$ cat config.mk
export PLATFORM = sky130hd
export DESIGN_NAME = tournament_barrier_node
export DESIGN_NICKNAME = d
export VERILOG_FILES = /design/src/rtl/tbn_pkg.sv /design/src/rtl/tbn_front.sv /design/src/rtl/tbn_queue.sv /design/src/rtl/tbn_back.sv /design/src/rtl/tournament_barrier_node.sv
export SDC_FILE = /design/constraint.sdc
export NUM_CORES = 1
export LEC_CHECK = 0
export ABC_AREA = 1
export BUFFER_PORTS_ARGS = -buffer_cell sky130_fd_sc_hd__clkbuf_2
export CORE_UTILIZATION = 25
export CTS_CLUSTER_SIZE = 25
export DETAILED_ROUTE_END_ITERATION = 16
export PLACE_DENSITY = 0.38
export REMOVE_ABC_BUFFERS = 1
export SLEW_MARGIN = 20
export SYNTH_ARGS = -nofsm -noshare
export SYNTH_HDL_FRONTEND = slang
export SYNTH_HIERARCHICAL = 1
export SYNTH_SLANG_ARGS = --single-unit
$ cat constraint.sdc
create_clock -name clk -period 6.3 [get_ports clk]
set_input_delay 0.315 -clock clk [delete_from_list [all_inputs] [get_ports clk]]
set_output_delay 0.315 -clock clk [all_outputs]
set_load 0.02 [all_outputs]
$ cat src/rtl/tbn_pkg.sv
// Shared types, constants and role functions of the tournament barrier node.
`default_nettype none
package tbn_pkg;

  localparam int MaxNodes   = 64;
  localparam int NodeW      = $clog2(MaxNodes);
  localparam int CountW     = $clog2(MaxNodes + 1);
  localparam int MaxRounds  = $clog2(MaxNodes);
  localparam int RoundW     = $clog2(MaxRounds + 2);
  localparam int QueueDepth = 2;

  localparam logic FUNC_START = 1'b0;
  localparam logic FUNC_MSG   = 1'b1;

  localparam logic KIND_SEND    = 1'b0;
  localparam logic KIND_RELEASE = 1'b1;

  localparam logic REG_NUM_NODES = 1'b0;
  localparam logic REG_NODE_ID   = 1'b1;

  typedef enum logic [1:0] {
    ROLE_PASS,
    ROLE_WIN,
    ROLE_LOSE,
    ROLE_TOP
  } role_t;

  typedef enum logic [1:0] {
    PH_IDLE,
    PH_ARRIVE,
    PH_RELEASE
  } phase_t;

  typedef enum logic [1:0] {
    CMD_START,
    CMD_SOLO,
    CMD_ARRIVE,
    CMD_RELEASE
  } cmd_op_t;

  typedef enum logic [1:0] {
    SQ_FETCH,
    SQ_UP,
    SQ_DOWN
  } seq_t;

  typedef struct packed {
    cmd_op_t           op;
    logic [RoundW-1:0] rnd;
  } cmd_t;

  function automatic logic [CountW-1:0] eff_nodes(input logic [CountW-1:0] n);
    logic [CountW-1:0] p;
    p = (n > CountW'(MaxNodes)) ? CountW'(MaxNodes) : n;
    return p;
  endfunction

  function automatic logic [RoundW-1:0] round_count(input logic [CountW-1:0] p);
    logic [RoundW-1:0] r;
    r = RoundW'(MaxRounds);
    for (int j = MaxRounds; j >= 0; j--) begin
      if (((CountW + 1)'(1) << j) >= {1'b0, p}) begin
        r = RoundW'(j);
      end
    end
    return r;
  endfunction

  function automatic role_t role_of(input logic [NodeW-1:0] i, input logic [CountW-1:0] p,
                                    input logic [RoundW-1:0] k);
    logic [CountW:0] h;
    logic [CountW:0] m;
    logic [CountW:0] rem;
    role_t           role;
    h   = (CountW + 1)'(1) << (k - RoundW'(1));
    m   = h << 1;
    rem = {2'b00, i} & (m - (CountW + 1)'(1));
    if (rem == '0) begin
      if (({2'b00, i} + h) >= {1'b0, p}) begin
        role = ROLE_PASS;
      end else begin
        role = (m < {1'b0, p}) ? ROLE_WIN : ROLE_TOP;
      end
    end else if (rem == h) begin
      role = ROLE_LOSE;
    end else begin
      role = ROLE_PASS;
    end
    return role;
  endfunction

  function automatic logic [RoundW-1:0] bit_index(input logic [NodeW-1:0] d);
    logic [RoundW-1:0] e;
    e = '0;
    for (int j = 0; j < NodeW; j++) begin
      if (d[j]) begin
        e = RoundW'(j);
      end
    end
    return e;
  endfunction

endpackage
`default_nettype wire

$ cat src/rtl/tbn_front.sv
// Front end: accepts input items and classifies them into commands for the queue.
`default_nettype none
module tbn_front (
  input  wire logic                          item_valid,
  output logic                               item_stall,
  input  wire logic                          func,
  input  wire logic [tbn_pkg::NodeW-1:0]     msg_source,
  input  wire logic [tbn_pkg::CountW-1:0]    num_nodes,
  input  wire logic [tbn_pkg::NodeW-1:0]     node_id,
  input  wire logic                          q_full,
  output logic                               q_push,
  output tbn_pkg::cmd_t                      q_cmd
);

  logic [tbn_pkg::CountW-1:0] p;
  logic [tbn_pkg::RoundW-1:0] total;
  logic                       node_ok;
  logic                       above;
  logic [tbn_pkg::NodeW-1:0]  diff;
  logic                       pow2;
  logic [tbn_pkg::RoundW-1:0] k;
  tbn_pkg::role_t             role;
  logic                       keep;

  assign p       = tbn_pkg::eff_nodes(num_nodes);
  assign total   = tbn_pkg::round_count(p);
  assign node_ok = (p >= tbn_pkg::CountW'(2)) && ({1'b0, node_id} < p);
  assign above   = msg_source > node_id;
  assign diff    = above ? (msg_source - node_id) : (node_id - msg_source);
  assign pow2    = (diff != '0) && ((diff & (diff - tbn_pkg::NodeW'(1))) == '0);
  assign k       = tbn_pkg::bit_index(diff) + tbn_pkg::RoundW'(1);
  assign role    = tbn_pkg::role_of(node_id, p, k);

  always_comb begin
    keep      = 1'b0;
    q_cmd.op  = tbn_pkg::CMD_START;
    q_cmd.rnd = k;
    if (func == tbn_pkg::FUNC_START) begin
      keep     = 1'b1;
      q_cmd.op = node_ok ? tbn_pkg::CMD_START : tbn_pkg::CMD_SOLO;
    end else if (node_ok && pow2 && (k <= total)) begin
      if (above) begin
        q_cmd.op = tbn_pkg::CMD_ARRIVE;
        keep     = ({1'b0, msg_source} < p) &&
                   ((role == tbn_pkg::ROLE_WIN) || (role == tbn_pkg::ROLE_TOP));
      end else begin
        q_cmd.op = tbn_pkg::CMD_RELEASE;
        keep     = (role == tbn_pkg::ROLE_LOSE);
      end
    end
  end

  assign item_stall = q_full;
  assign q_push     = item_valid && !q_full && keep;

endmodule
`default_nettype wire

$ cat src/rtl/tbn_queue.sv
// Short command queue between the front end and the round sequencer.
`default_nettype none
module tbn_queue (
  input  wire logic          clk,
  input  wire logic          rst,
  input  wire logic          push,
  input  wire tbn_pkg::cmd_t cmd_in,
  input  wire logic          pop,
  output tbn_pkg::cmd_t      cmd_out,
  output logic               full,
  output logic               empty
);

  localparam int PtrW = $clog2(tbn_pkg::QueueDepth);
  localparam int CntW = $clog2(tbn_pkg::QueueDepth + 1);

  tbn_pkg::cmd_t   slots [tbn_pkg::QueueDepth];
  logic [PtrW-1:0] wr_ptr;
  logic [PtrW-1:0] rd_ptr;
  logic [CntW-1:0] count;

  assign full    = (count == CntW'(tbn_pkg::QueueDepth));
  assign empty   = (count == '0);
  assign cmd_out = slots[rd_ptr];

  always_ff @(posedge clk) begin
    if (push) begin
      slots[wr_ptr] <= cmd_in;
    end
  end

  always_ff @(posedge clk) begin
    if (rst) begin
      wr_ptr <= '0;
      rd_ptr <= '0;
      count  <= '0;
    end else begin
      if (push) begin
        wr_ptr <= (wr_ptr == PtrW'(tbn_pkg::QueueDepth - 1)) ? '0 : wr_ptr + PtrW'(1);
      end
      if (pop) begin
        rd_ptr <= (rd_ptr == PtrW'(tbn_pkg::QueueDepth - 1)) ? '0 : rd_ptr + PtrW'(1);
      end
      count <= count + CntW'(push) - CntW'(pop);
    end
  end

endmodule
`default_nettype wire

$ cat src/rtl/tbn_back.sv
// Back end: walks the barrier rounds one per cycle while results are not stalled and produces result transfers.
`default_nettype none
module tbn_back (
  input  wire logic                          clk,
  input  wire logic                          rst,
  input  wire logic [tbn_pkg::CountW-1:0]    num_nodes,
  input  wire logic [tbn_pkg::NodeW-1:0]     node_id,
  input  wire logic                          q_empty,
  input  wire tbn_pkg::cmd_t                 q_cmd,
  output logic                               q_pop,
  output logic                               result_valid,
  input  wire logic                          result_stall,
  output logic                               kind,
  output logic [tbn_pkg::NodeW-1:0]          dest_node,
  output logic                               sense_value,
  output logic                               last
);

  tbn_pkg::seq_t              seq;
  tbn_pkg::seq_t              seq_next;
  tbn_pkg::phase_t            phase;
  tbn_pkg::phase_t            phase_next;
  logic [tbn_pkg::RoundW-1:0] cur_round;
  logic [tbn_pkg::RoundW-1:0] cur_round_next;
  logic [tbn_pkg::RoundW-1:0] walk;
  logic [tbn_pkg::RoundW-1:0] walk_next;
  logic                       sense;
  logic                       sense_next;
  logic [tbn_pkg::MaxRounds-1:0] arrived;
  logic [tbn_pkg::MaxRounds-1:0] arrived_next;

  logic [tbn_pkg::CountW-1:0] p;
  logic [tbn_pkg::RoundW-1:0] total;
  logic                       up_done;
  tbn_pkg::role_t             role_up;
  tbn_pkg::role_t             role_dn;
  logic [tbn_pkg::MaxRounds-1:0] mask_up;
  logic [tbn_pkg::MaxRounds-1:0] mask_cmd;
  logic                       hit;
  logic [tbn_pkg::NodeW-1:0]  h_up;
  logic [tbn_pkg::NodeW-1:0]  h_dn;
  logic                       can_emit;
  logic                       cmd_match;

  logic                       emit;
  logic                       e_kind;
  logic [tbn_pkg::NodeW-1:0]  e_dest;
  logic                       e_last;

  assign p        = tbn_pkg::eff_nodes(num_nodes);
  assign total    = tbn_pkg::round_count(p);
  assign up_done  = (walk == '0) || (walk > total);
  assign role_up  = tbn_pkg::role_of(node_id, p, walk);
  assign role_dn  = tbn_pkg::role_of(node_id, p, walk - tbn_pkg::RoundW'(1));
  assign mask_up  = tbn_pkg::MaxRounds'(1) << (walk - tbn_pkg::RoundW'(1));
  assign mask_cmd = tbn_pkg::MaxRounds'(1) << (q_cmd.rnd - tbn_pkg::RoundW'(1));
  assign hit      = |(arrived & mask_up);
  assign h_up     = tbn_pkg::NodeW'(1) << (walk - tbn_pkg::RoundW'(1));
  assign h_dn     = tbn_pkg::NodeW'(1) << (walk - tbn_pkg::RoundW'(2));
  assign can_emit = !result_valid || !result_stall;

  always_comb begin
    unique case (q_cmd.op)
      tbn_pkg::CMD_START,
      tbn_pkg::CMD_SOLO:    cmd_match = (phase == tbn_pkg::PH_IDLE);
      tbn_pkg::CMD_ARRIVE:  cmd_match = (phase == tbn_pkg::PH_ARRIVE) &&
                                        (cur_round == q_cmd.rnd);
      tbn_pkg::CMD_RELEASE: cmd_match = (phase == tbn_pkg::PH_RELEASE) &&
                                        (cur_round == q_cmd.rnd);
      default:              cmd_match = 1'b0;
    endcase
  end

  always_comb begin
    seq_next = seq;
    unique case (seq)
      tbn_pkg::SQ_FETCH: begin
        if (!q_empty && cmd_match) begin
          unique case (q_cmd.op)
            tbn_pkg::CMD_START,
            tbn_pkg::CMD_ARRIVE: seq_next = tbn_pkg::SQ_UP;
            default:             seq_next = tbn_pkg::SQ_DOWN;
          endcase
        end
      end
      tbn_pkg::SQ_UP: begin
        if (up_done) begin
          seq_next = tbn_pkg::SQ_DOWN;
        end else begin
          unique case (role_up)
            tbn_pkg::ROLE_PASS: seq_next = tbn_pkg::SQ_UP;
            tbn_pkg::ROLE_LOSE: seq_next = can_emit ? tbn_pkg::SQ_FETCH : tbn_pkg::SQ_UP;
            tbn_pkg::ROLE_WIN:  seq_next = hit ? tbn_pkg::SQ_UP : tbn_pkg::SQ_FETCH;
            default: begin
              if (!hit) begin
                seq_next = tbn_pkg::SQ_FETCH;
              end else if (can_emit) begin
                seq_next = tbn_pkg::SQ_DOWN;
              end
            end
          endcase
        end
      end
      default: begin
        if ((walk <= tbn_pkg::RoundW'(1)) && can_emit) begin
          seq_next = tbn_pkg::SQ_FETCH;
        end
      end
    endcase
  end

  always_comb begin
    q_pop          = 1'b0;
    phase_next     = phase;
    cur_round_next = cur_round;
    walk_next      = walk;
    sense_next     = sense;
    arrived_next   = arrived;
    emit           = 1'b0;
    e_kind         = tbn_pkg::KIND_SEND;
    e_dest         = '0;
    e_last         = 1'b0;
    unique case (seq)
      tbn_pkg::SQ_FETCH: begin
        if (!q_empty) begin
          q_pop = 1'b1;
          unique case (q_cmd.op)
            tbn_pkg::CMD_START,
            tbn_pkg::CMD_SOLO:   walk_next = tbn_pkg::RoundW'(1);
            tbn_pkg::CMD_ARRIVE: begin
              arrived_next = arrived | mask_cmd;
              walk_next    = q_cmd.rnd;
            end
            default:             walk_next = q_cmd.rnd;
          endcase
        end
      end
      tbn_pkg::SQ_UP: begin
        if (up_done) begin
          walk_next = total + tbn_pkg::RoundW'(1);
        end else begin
          unique case (role_up)
            tbn_pkg::ROLE_PASS: walk_next = walk + tbn_pkg::RoundW'(1);
            tbn_pkg::ROLE_LOSE: begin
              if (can_emit) begin
                emit           = 1'b1;
                e_dest         = node_id - h_up;
                e_last         = 1'b1;
                phase_next     = tbn_pkg::PH_RELEASE;
                cur_round_next = walk;
              end
            end
            tbn_pkg::ROLE_WIN: begin
              if (!hit) begin
                phase_next     = tbn_pkg::PH_ARRIVE;
                cur_round_next = walk;
              end else begin
                arrived_next = arrived & ~mask_up;
                walk_next    = walk + tbn_pkg::RoundW'(1);
              end
            end
            default: begin
              if (!hit) begin
                phase_next     = tbn_pkg::PH_ARRIVE;
                cur_round_next = walk;
              end else if (can_emit) begin
                arrived_next = arrived & ~mask_up;
                emit         = 1'b1;
                e_dest       = node_id + h_up;
              end
            end
          endcase
        end
      end
      default: begin
        if (walk > tbn_pkg::RoundW'(1)) begin
          if (role_dn == tbn_pkg::ROLE_WIN) begin
            if (can_emit) begin
              emit      = 1'b1;
              e_dest    = node_id + h_dn;
              walk_next = walk - tbn_pkg::RoundW'(1);
            end
          end else begin
            walk_next = walk - tbn_pkg::RoundW'(1);
          end
        end else if (can_emit) begin
          emit           = 1'b1;
          e_kind         = tbn_pkg::KIND_RELEASE;
          e_last         = 1'b1;
          sense_next     = ~sense;
          phase_next     = tbn_pkg::PH_IDLE;
          cur_round_next = '0;
        end
      end
    endcase
  end

  always_ff @(posedge clk) begin
    if (rst) begin
      seq          <= tbn_pkg::SQ_FETCH;
      phase        <= tbn_pkg::PH_IDLE;
      cur_round    <= '0;
      walk         <= '0;
      sense        <= 1'b1;
      arrived      <= '0;
      result_valid <= 1'b0;
    end else begin
      seq       <= seq_next;
      phase     <= phase_next;
      cur_round <= cur_round_next;
      walk      <= walk_next;
      sense     <= sense_next;
      arrived   <= arrived_next;
      if (emit) begin
        result_valid <= 1'b1;
      end else if (!result_stall) begin
        result_valid <= 1'b0;
      end
    end
  end

  always_ff @(posedge clk) begin
    if (emit) begin
      kind        <= e_kind;
      dest_node   <= e_dest;
      sense_value <= sense;
      last        <= e_last;
    end
  end

endmodule
`default_nettype wire

$ cat src/rtl/tournament_barrier_node.sv
// Top level of one tournament barrier node: configuration, front end, queue and back end.
//
//   channel  signals                                   direction
//   item     item_valid/item_stall, func, msg_source   in, stall out
//   result   result_valid/result_stall, kind,
//            dest_node, sense_value, last              out, stall in
//   cfg      cfg_valid/cfg_ready, cfg_index, cfg_data  in, ready out
//
// An item is classified in the cycle of its transfer and, unless it is dropped, queued (two entries).
// The sequencer takes a command from the queue, then walks the rounds up or down.
// Results leave from an output register, one per cycle while not stalled.
// Reset is synchronous; the node comes out idle with sense one and no arrivals.
`default_nettype none
module tournament_barrier_node (
  input  wire logic                          clk,
  input  wire logic                          rst,
  input  wire logic                          item_valid,
  output logic                               item_stall,
  input  wire logic                          func,
  input  wire logic [tbn_pkg::NodeW-1:0]     msg_source,
  output logic                               result_valid,
  input  wire logic                          result_stall,
  output logic                               kind,
  output logic [tbn_pkg::NodeW-1:0]          dest_node,
  output logic                               sense_value,
  output logic                               last,
  input  wire logic                          cfg_valid,
  output logic                               cfg_ready,
  input  wire logic                          cfg_index,
  input  wire logic [tbn_pkg::CountW-1:0]    cfg_data
);

  logic [tbn_pkg::CountW-1:0] num_nodes;
  logic [tbn_pkg::NodeW-1:0]  node_id;
  logic                       q_push;
  logic                       q_pop;
  logic                       q_full;
  logic                       q_empty;
  tbn_pkg::cmd_t              q_in;
  tbn_pkg::cmd_t              q_out;

  assign cfg_ready = 1'b1;

  always_ff @(posedge clk) begin
    if (rst) begin
      num_nodes <= tbn_pkg::CountW'(2);
      node_id   <= '0;
    end else if (cfg_valid && cfg_ready) begin
      unique case (cfg_index)
        tbn_pkg::REG_NUM_NODES: num_nodes <= cfg_data;
        tbn_pkg::REG_NODE_ID:   node_id   <= cfg_data[tbn_pkg::NodeW-1:0];
        default:                num_nodes <= num_nodes;
      endcase
    end
  end

  tbn_front u_front (
    .item_valid (item_valid),
    .item_stall (item_stall),
    .func       (func),
    .msg_source (msg_source),
    .num_nodes  (num_nodes),
    .node_id    (node_id),
    .q_full     (q_full),
    .q_push     (q_push),
    .q_cmd      (q_in)
  );

  tbn_queue u_queue (
    .clk     (clk),
    .rst     (rst),
    .push    (q_push),
    .cmd_in  (q_in),
    .pop     (q_pop),
    .cmd_out (q_out),
    .full    (q_full),
    .empty   (q_empty)
  );

  tbn_back u_back (
    .clk          (clk),
    .rst          (rst),
    .num_nodes    (num_nodes),
    .node_id      (node_id),
    .q_empty      (q_empty),
    .q_cmd        (q_out),
    .q_pop        (q_pop),
    .result_valid (result_valid),
    .result_stall (result_stall),
    .kind         (kind),
    .dest_node    (dest_node),
    .sense_value  (sense_value),
    .last         (last)
  );

`ifndef NO_ASSERTIONS
  a_release_is_last: assert property (@(posedge clk) disable iff (rst)
    (result_valid && (kind == tbn_pkg::KIND_RELEASE)) |-> last)
    else $error("release result without last");

  a_no_push_when_full: assert property (@(posedge clk) disable iff (rst)
    q_push |-> !q_full)
    else $error("command queue written while full");

  a_reset_clears_result: assert property (@(posedge clk)
    rst |=> !result_valid)
    else $error("result valid after reset");
`endif

endmodule
`default_nettype wire
== After elaboration in Yosys (flattened, before gate mapping) ==
Memories as Yosys holds them, arrays and structs flattened. A register that Yosys moved wholly into a read port is not among the register bits.
Index checks and enable logic that the tools add are counted.
Word-level totals
  memories: 1
  bits in registers: 44
  RAM bits: 10
  bits of input ports: 20
  output and inout bits: 12
Cells by class
  muxes and demuxes: 103
  shift-type cells: 6
  equality and inequality tests: 33
  add/subtract/negate cells: 24
  reduce and logical (&&, ||, !) cells: 46
  bitwise logic cells: 13
  order comparisons: 21
Memory list
  u_queue.slots: depth 2, bits a word 5, read ports 1, clocked after Yosys merged registers in 1, write ports 1, RTL line tbn_queue.sv:17  | tbn_pkg::cmd_t slots [tbn_pkg::QueueDepth];
Operator list (number)
  $mux W6: 14
  $mux W2: 28
  $mux W3: 18
  $pmux W6 S2: 4
  $mux W1: 26
  $add A6 B8 Y8: 3
  $and A6 B8 Y8: 3
  $eq A8 B8 Y1: 3
  $ge A8 B7 Y1: 3
  $logic_not A8 Y1: 3
  $lt A8 B7 Y1: 3
  $pmux W3 S2: 4
  $shl A1 B3 Y8 const A: 3
  $sub A8 B1 Y8 const B: 3
  $and A6 B6 Y6: 3
  $shl A1 B3 Y6 const A: 3
  $sub A6 B6 Y6: 3
  $eq A2 B2 Y1 const B: 7
  $lt A6 B7 Y1: 2
  $reduce_and A7 Y1: 2
  $add A6 B6 Y6: 2
  $eq A2 B1 Y1 const B: 6
  $ne A2 B2 Y1 const B: 6
  $pmux W2 S2: 3
  48 further kinds: 91

== Depth between registers and ports, before layout ==
Gate-level depths: netlist of the first run.
  word-level depth: 24
  depth in mapped cells: 44
  gate-level depth less buffers: 43

== Modules after synthesis ==
Netlist of the first run, hierarchy kept.
By module, submodules not included
  tbn_back: cells an instance 643, sequential area each 630.6 µm², area each 4115.2 µm², instances 1
  tbn_front: cells an instance 346, sequential area each 0.0 µm², area each 2110.8 µm², instances 1
  tbn_queue: cells an instance 46, sequential area each 400.4 µm², area each 580.6 µm², instances 1
  tournament_barrier_node: cells an instance 73, sequential area each 260.2 µm², area each 534.3 µm², instances 1

== Worst setup path after synthesis of the first run ==
No wires, ideal clock.
  path type: register to register
  from: register node_id[1] (netlist name)
  to: memory u_queue/slots[0][0] (netlist name) (enable)
  cell stages (with the launch flop): 36
  setup slack: 1.200 ns
  library setup time: 0.340 ns
  data required time: 5.960 ns
  arrival: 4.760 ns
  clock period less this slack: 5.100 ns
  cells stage by stage: dfxtp_1 fa_1 inv_1 nand2_1 nand3_4 nand2_8 clkinv_4 nand2_1 nand2_1 nand2_1 nand2_1 a21oi_1 ha_1 nand3_4 inv_1 ha_1 fa_1 ha_1 a21boi_0 o21ai_0 nand2_1 nand2_1 nand2_1 nand2_1 nand2_1 nand2_1 nand2_1 nand2_1 nand3_1 nor2_1 nand3_1 nand2_1 nand3_1 a21oi_1 inv_1 nor2_1
RTL lines
  from (decl): RTL line tournament_barrier_node.sv:34  | logic [tbn_pkg::NodeW-1:0] node_id;
  from (signal assigned): RTL line tournament_barrier_node.sv:51  | tbn_pkg::REG_NODE_ID: node_id <= cfg_data[tbn_pkg::NodeW-1:0];
  to (decl): RTL line tbn_queue.sv:17

==> results.py, run 1 <==
metrics = {
    "finish": {
        "final_core_util_pct": 28.3,
        "final_nets": 1281,
        "drive_above_1_share_pct": 10.8,
        "flow.area_growth_from_synthesis_pct": 11.0,
        "layout.filler_cells": 3252,
    },
    "synthesis": {
        "adder_and_majority_gate_portion_of_the_synthesized_area_pct": 20.4,
        "synth_top_area_share_pct": 18.7,
        "synth.cell_area_sq_um": 7340,
        "synthFlopType": "sky130_fd_sc_hd__dfxtp_1",
        "post_synth_main_area_contributors": "sky130_fd_sc_hd__ha_1 (19%), sky130_fd_sc_hd__nand2_1 (13%), sky130_fd_sc_hd__dfxtp_1 (9.8%), sky130_fd_sc_hd__inv_1 (9.5%), sky130_fd_sc_hd__edfxtp_1 (7.8%)",
        "synth_simple_gate_area_share_pct": 34.8,
        "synth.distinct_cells": 56,
        "share_of_flip_flops_with_an_asynchronous_set_or_reset_after_synthesis_pct": 0,
        "synthMostInstantiatedCell": "sky130_fd_sc_hd__nand2_1",
        "synth_edf_count": 19,
        "synth_compound_gate_area_share_pct": 11.8,
        "synth_top_area_cell": "sky130_fd_sc_hd__ha_1",
        "syn_area_per_cell_sq_um": 6.63,
        "ys.warnings.count": 6,
        "netlist_top_cells_count": "sky130_fd_sc_hd__nand2_1 (254), sky130_fd_sc_hd__inv_1 (185), sky130_fd_sc_hd__nor2_1 (115)",
        "synth.mux.area_fraction_pct": 0.767,
        "synth-xor-area-share_pct": 3.34,
        "synth_sequential_area_ratio_pct": 17.6,
        "syn-instance-count": 1108,
        "ys_ff_latch": 55,
        "synth_top_family_by_area": "simple AND/OR/NAND/NOR gates",
    },
    "clock_tree": {
        "number_of_clock_buffers_inserted_by_tritoncts": 5,
        "hold_buffers": 0,
        "clk_pin_slew_worst_paths_ps": 70,
        "h-tree-depth": 2,
        "postCtsSetupRepairBufs": 0,
        "clock-root-buffer": "sky130_fd_sc_hd__clkbuf_16",
        "cts_repair_resize_count": 0,
        "cts.path.max_buffers": 2,
        "cts_tree": "done",
        "clock_insertion_delay_at_the_later_pin_of_the_skew_report_ps": 320,
        "numClockSinks": 55,
    },
    "grt": {
        "grt_start_max_net_pins": 24,
        "overflow": 0,
        "via_count_of_the_first_global_routing_pass": 6861,
        "grt.total_usage_pct": 15.7,
        "antenna_found_initial": 0,
        "global_route_wire_length_before_repair_um": 37000,
    },
    "worst_setup_path": {
        "slowest_cell_on_the_critical_path": "sky130_fd_sc_hd__ha_1",
        "critical_path_required_ps": 6260,
        "critical-path-max-stage-delay_ps": 510,
        "worst_path_most_repeated_cell": "sky130_fd_sc_hd__nand2_1",
        "critPathMaxFanout": 10,
        "worst-setup-path-type": "reg2reg",
        "worstSetupEndpointType": "flop",
        "worst_ep_arrival_time_ps": 5630,
        "worst_setup_start_kind": "flop",
    },
    "status": {
        "result_of_the_run": "finished, final reports clean",
    },
    "die": {
        "initial_core_utilization_pct": 25.5,
        "horizontal_die_dimension_um": 173,
        "io_pins": 32,
        "die-area_sq_um": 30100,
        "core-area_sq_um": 28800,
        "chipHeight_um": 173,
        "rows": 62,
    },
    "timing": {
        "final_max_slew_viol_count": 0,
        "fin_crit_ps": 5670,
        "maxClockFrequency_mhz": 176,
        "setup-tns-final_ps": 0,
        "grt_setup_unrepaired": "false",
        "timing_worst_slew_pin_value_ps": 579,
        "clock_skew_ps": 15.6,
        "maxSlewHeadroom_pct": 61.0,
        "finalHoldViolations": 0,
        "setup_viol": 0,
        "final.period_utilization_pct": 90.0,
        "postLayoutSetupSlackWorst_ps": 630,
    },
    "power_and_ir_drop": {
        "power_leakage_nw": 4.23,
        "power_mw": 2.73,
        "vdd_ir_drop_max_v": 0.000125,
        "pwr_density_cell_nw_per_um2": 335,
    },
    "placed_design": {
        "gp_congestion": 0.830,
        "port_buffers": 30,
        "detailedPlacementHpwl_um": 18800,
        "dp_worst_slack_ps": 516,
    },
    "route": {
        "wl_per_cell_um": 15.0,
        "detailedRoute.firstIterationViolations": 416,
        "drt_pass1_iterations": 5,
        "routed-via-count": 6883,
        "vias_per_cell": 4.50,
        "drcViolationCount": 0,
        "postRouteAntennaNets": 0,
        "wirelength_um": 23000,
    },
    "hold_path": {
        "classification_of_the_worst_slack_hold_path": "in2reg",
    },
    "run": {
        "cap_viol_max_count": 0,
    },
}
[final cells by class]
type | count | area, sq um | area share (%)
clock buffer | 6 | 129 | 1.58
sequential | 55 | 1290 | 15.9
clock inverter | 2 | 38.8 | 0.476
antenna | 1 | 2.50 | 0.0307
timing repair buffer | 41 | 233 | 2.86
inverter | 197 | 753 | 9.25
tap | 384 | 480 | 5.90
multi-input combinational | 845 | 5220 | 64.1
[worst paths after layout]
kind / from / end / slack [ps] / depth (start not counted)
setup / recovery: node_id[2]$_SDFFE_PP0P_ / u_queue/slots[0][1]$_DFFE_PP_ / 630 / 33
hold / removal: cfg_data[1] / node_id[1]$_SDFFE_PP0P_ / 270 / 3
setup reg to reg: node_id[2]$_SDFFE_PP0P_ / u_queue/slots[0][1]$_DFFE_PP_ / 630 / 33
hold reg to reg: u_back/sense$_SDFFE_PP1P_ / u_back/sense_value$_DFFE_PP_ / 460 / 0
[through the flow]
step           instances  cell area, sq um  hold WS [ps]
2_1_floorplan       1097              7260           377
3_3_place_gp        1522              7980           444
3_5_place_dp        1522              7980           443
4_1_cts             1530              8140           270
5_1_grt             1530              8140           280
6_report            1531              8150           266
[cell usage in the layout (no fill, tap or decap), types with 7 or more instances in the layout]
cell type and count:
sky130_fd_sc_hd__ha_1 110, sky130_fd_sc_hd__xnor2_1 7, sky130_fd_sc_hd__nor2_1 115, sky130_fd_sc_hd__nand2_4 8
sky130_fd_sc_hd__edfxtp_1 19, sky130_fd_sc_hd__nand2_2 15, sky130_fd_sc_hd__nand2_1 254, sky130_fd_sc_hd__nand4_1 20
sky130_fd_sc_hd__o21ai_0 53, sky130_fd_sc_hd__inv_2 7, sky130_fd_sc_hd__clkbuf_2 30, sky130_fd_sc_hd__nand3_1 82
sky130_fd_sc_hd__buf_4 11, sky130_fd_sc_hd__xor2_1 21, sky130_fd_sc_hd__inv_1 185, sky130_fd_sc_hd__a21oi_1 60
sky130_fd_sc_hd__nor3_1 7, sky130_fd_sc_hd__dfxtp_1 36
[cells by family after synthesis]
| kind of cell | count (synthesis) |
|---|---|
| simple gates | 541 |
| other cells | 1 |
| flops | 55 |
| buf+inv | 208 |
| xor+xnor | 28 |
| compound gates | 154 |
| mux | 5 |
| fa+ha+maj | 116 |
[where the power goes]
group | internal (mW) | leakage [nW] | switching (mW) | total [mW]
Sequential | 0.450 | 0.470 | 0.0498 | 0.500
Combinational | 0.630 | 3.68 | 1.27 | 1.90
Clock | 0.190 | 0.0815 | 0.143 | 0.333
Total | 1.27 | 4.23 | 1.46 | 2.73
[sequential cells by signal, summed over array words and instances (netlist names), named ones only]
name / cells
u_back/kind: 1
node_id: 6
u_back/seq: 2
u_queue/slots: 10
u_back/result_valid: 1
u_back/dest_node: 6
u_queue/wr_ptr: 1
u_back/arrived: 6
u_back/cur_round: 3
u_back/last: 1
u_back/sense: 1
u_back/phase: 2
u_queue/count: 2
u_back/sense_value: 1
u_back/walk: 3
u_queue/rd_ptr: 1
num_nodes: 7
[worst max-delay path: cells and delay by family (launching register included)]
kind	cells	cell delay, ps
simple gates	20	1930
buf+inv	4	360
flops	1	370
fa+ha+maj	5	1650
xor+xnor	1	140
compound gates	3	890
[metal layers]
metal  vias to the layer above  track usage (%)  wire (um)
met5                         -                0          0
met4                         0             3.72        345
met3                        14             1.69        593
met2                        91             27.5      11000
met1                      3110             20.5      11100
li1                       3668                -          -
No activity file was read; power rests on OpenSTA's default activity.
==> run 2: changes to the inputs <==
- ABC_AREA: 1 -> default
==> run 2 against run 1 <==
  * Via count is 7.9% lower
  * Design area is 4.9% higher
  * Combinational power is 20% lower
  * Non-clock buffer count is 79 higher
  * Critical path type unchanged
  * Fmax is 8.1% lower
  * Hold slack worse by 26 ps
  * Final cell count is 15% lower
  * Sequential share of layout area is 0.64 points lower
==> results.py, run 2 <==
metrics = {
    "timing": {
        "timing_worst_slew_pin_value_ps": 911,
        "maxSlewHeadroom_pct": 39.3,
        "maxClockFrequency_mhz": 162,
        "setup-tns-final_ps": 0,
        "clock_skew_ps": 14.2,
        "postLayoutSetupSlackWorst_ps": 130,
        "final.period_utilization_pct": 97.9,
        "grt_setup_unrepaired": "true",
        "finalHoldViolations": 0,
        "holdWs_ps": 240,
        "setup_viol": 0,
        "final_max_slew_viol_count": 0,
        "fin_crit_ps": 6170,
    },
    "worst_setup_path": {
        "critical_path_required_ps": 6340,
        "worstSetupEndpointType": "flop",
        "worst_path_most_repeated_cell": "sky130_fd_sc_hd__buf_6",
        "worst_ep_arrival_time_ps": 6210,
        "kind_of_cell_adding_the_most_delay_to_the_critical_path": "compound AO/OA/AOI/OAI gates",
        "critical_path_buf_inv_count": 7,
        "startpoint_of_the_worst_slack_reg_to_reg_timing_path": "node_id[0]$_SDFFE_PP0P_",
        "critical-path-max-stage-delay_ps": 410,
        "ff2ff_path_depth": 34,
        "worst_setup_start_kind": "flop",
        "critPathMaxFanout": 5,
        "timing.critical_path.from": "node_id[0]$_SDFFE_PP0P_",
        "slowest_cell_on_the_critical_path": "sky130_fd_sc_hd__fa_2",
        "worstSetupPathDepth": 34,
        "worst-setup-path-type": "reg2reg",
    },
    "synthesis": {
        "netlist_top_cells_count": "sky130_fd_sc_hd__ha_1 (110), sky130_fd_sc_hd__inv_1 (64), sky130_fd_sc_hd__a21oi_1 (56)",
        "ys_ff_latch": 55,
        "synthMostInstantiatedCell": "sky130_fd_sc_hd__ha_1",
        "syn-instance-count": 830,
        "synth_edf_count": 19,
        "share_of_flip_flops_with_an_asynchronous_set_or_reset_after_synthesis_pct": 0,
        "syn_area_per_cell_sq_um": 8.48,
        "synth.distinct_cells": 106,
        "synth_top_area_share_pct": 19.6,
        "synth.cell_area_sq_um": 7040,
        "synth_sequential_area_ratio_pct": 18.3,
        "synthFlopType": "sky130_fd_sc_hd__dfxtp_1",
        "post_synth_main_area_contributors": "sky130_fd_sc_hd__ha_1 (20%), sky130_fd_sc_hd__dfxtp_1 (10%), sky130_fd_sc_hd__edfxtp_1 (8.1%), sky130_fd_sc_hd__a21oi_1 (4.0%), sky130_fd_sc_hd__inv_1 (3.4%)",
        "ys.warnings.count": 6,
        "synth_top_area_cell": "sky130_fd_sc_hd__ha_1",
    },
    "placed_design": {
        "gp_congestion": 0.818,
        "dp_worst_slack_ps": -415,
        "detailedPlacementHpwl_um": 18200,
        "port_buffers": 30,
    },
    "clock_tree": {
        "h-tree-depth": 2,
        "cts.path.max_buffers": 2,
        "clock_insertion_delay_at_the_later_pin_of_the_skew_report_ps": 320,
        "hold_buffers": 0,
        "cts_tree": "done",
        "number_of_clock_buffers_inserted_by_tritoncts": 5,
        "numClockSinks": 55,
        "clock-root-buffer": "sky130_fd_sc_hd__clkbuf_16",
        "clk_pin_slew_worst_paths_ps": 90,
    },
    "finish": {
        "mostFrequentLayoutCell": "sky130_fd_sc_hd__ha_1",
        "largest_reg_flops": 10,
        "drive_above_1_share_pct": 22.5,
        "largestRegisters": "u_queue/slots x10, num_nodes x7",
        "flow.area_growth_from_synthesis_pct": 21.5,
        "antenna_cells_inserted": 0,
        "mostFrequentLayoutCells": "sky130_fd_sc_hd__ha_1 (98), sky130_fd_sc_hd__buf_4 (84), sky130_fd_sc_hd__inv_1 (63), sky130_fd_sc_hd__nor2_1 (53), sky130_fd_sc_hd__a21oi_1 (51)",
        "final_nets": 1064,
        "final_core_util_pct": 30.9,
        "max_flop_register": "u_queue/slots",
    },
    "grt": {
        "grt_start_max_net_pins": 48,
        "global_route_wire_length_before_repair_um": 35600,
        "via_count_of_the_first_global_routing_pass": 6341,
        "antenna_found_initial": 0,
        "grt.total_usage_pct": 16.0,
        "overflow": 0,
    },
    "hold_path": {
        "min_delay_path_depth": 3,
        "hold_start": "cfg_data[1]",
        "classification_of_the_worst_slack_hold_path": "in2reg",
    },
    "route": {
        "detailedRoute.firstIterationViolations": 322,
        "vias_per_cell": 4.85,
        "drcViolationCount": 0,
        "wirelength_um": 22700,
        "wl_per_cell_um": 17.4,
        "drt_pass1_iterations": 5,
        "postRouteAntennaNets": 0,
        "routed-via-count": 6337,
    },
    "power_and_ir_drop": {
        "power_mw": 2.31,
        "power_leakage_nw": 3.74,
        "vdd_ir_drop_max_v": 0.000139,
        "pwr_density_cell_nw_per_um2": 271,
    },
    "die": {
        "chipHeight_um": 170,
        "core-area_sq_um": 27700,
        "die-area_sq_um": 28800,
        "initial_core_utilization_pct": 25.4,
        "horizontal_die_dimension_um": 170,
        "io_pins": 32,
        "rows": 61,
    },
    "run": {
        "cap_viol_max_count": 0,
    },
    "status": {
        "result_of_the_run": "finished, final reports clean",
    },
}
run 2: cell types whose count changed after synthesis, moves of 10 or more:
cell / delta
sky130_fd_sc_hd__o21ai_0: -28
sky130_fd_sc_hd__xnor2_1: +20
sky130_fd_sc_hd__nor2_1: -62
sky130_fd_sc_hd__nand2_1: -206
sky130_fd_sc_hd__nand3_1: -68
sky130_fd_sc_hd__nand2b_1: +37
sky130_fd_sc_hd__nor2b_1: +24
sky130_fd_sc_hd__and2_1: +10
sky130_fd_sc_hd__a21o_1: +25
sky130_fd_sc_hd__inv_1: -121
sky130_fd_sc_hd__mux2i_1: +20
sky130_fd_sc_hd__nand2_2: -14
sky130_fd_sc_hd__nand4_1: -12
run 2: cell type report:
class	instances	area (sq um)
clock buffers	5	125
clock inverters	3	33.8
fillers	2957	19200
inverters	68	264
multi-input cells	678	5500
flip-flops and latches	55	1300
well taps	378	473
repair buffers	120	848
run 2: worst register-to-register path, delay by kind of cell (launching register included):
kind	cells	cell delay [ps]
fa+ha+maj	5	1260
simple gates	7	850
flops	1	330
buf+inv	7	870
mux	2	390
compound gates	11	1870
xor+xnor	2	340
run 2: per-layer routing:
metal / part of all wire (%) / global-route usage [%] / routed length, um
met5: 0 / 0 / 0
met4: 1.5 / 3.37 / 338
met3: 3.3 / 2.01 / 756
met2: 47 / 27.0 / 10700
met1: 48 / 21.7 / 11000
run 2: cells by family after synthesis:
| kind of cell | Yosys count | synth area share, % |
|---|---|---|
| adder cells (fa/ha/maj) | 117 | 21.4 |
| AND/OR/NAND/NOR | 248 | 19.1 |
| XOR/XNOR | 44 | 5.67 |
| flip-flops | 55 | 18.3 |
| AO/OA/AOI/OAI | 240 | 24.8 |
| buffers and inverters | 97 | 6.42 |
| multiplexers | 28 | 4.12 |
| other | 1 | 0.0533 |
run 2: what timing repair did:
action,4_1_cts,5_1_grt
pin swaps,6,28
buffers inserted,5,7
endpoints found under the setup margin,13,13
gates resized for setup,12,47
run 2: worst paths after layout:
check	endpoint	slack [ps]
worst max-delay path	u_queue/slots[0][2]$_DFFE_PP_	130
worst max register to register	u_queue/slots[0][2]$_DFFE_PP_	130
worst min-delay path	node_id[1]$_SDFFE_PP0P_	240
worst min register to register	u_back/sense_value$_DFFE_PP_	450
run 2: power breakdown:
part           switching, mW  leakage [nW]  internal (mW)
combinational          0.846          3.19          0.671
sequential            0.0551         0.471          0.428
clock                  0.159        0.0772          0.154
run 2: stage by stage:
step,area (sq um),instances
after global placement,8060,1288
final,8550,1307
after detailed placement,8060,1288
after global routing,8550,1307
after floorplan,6850,801
after CTS,8300,1301
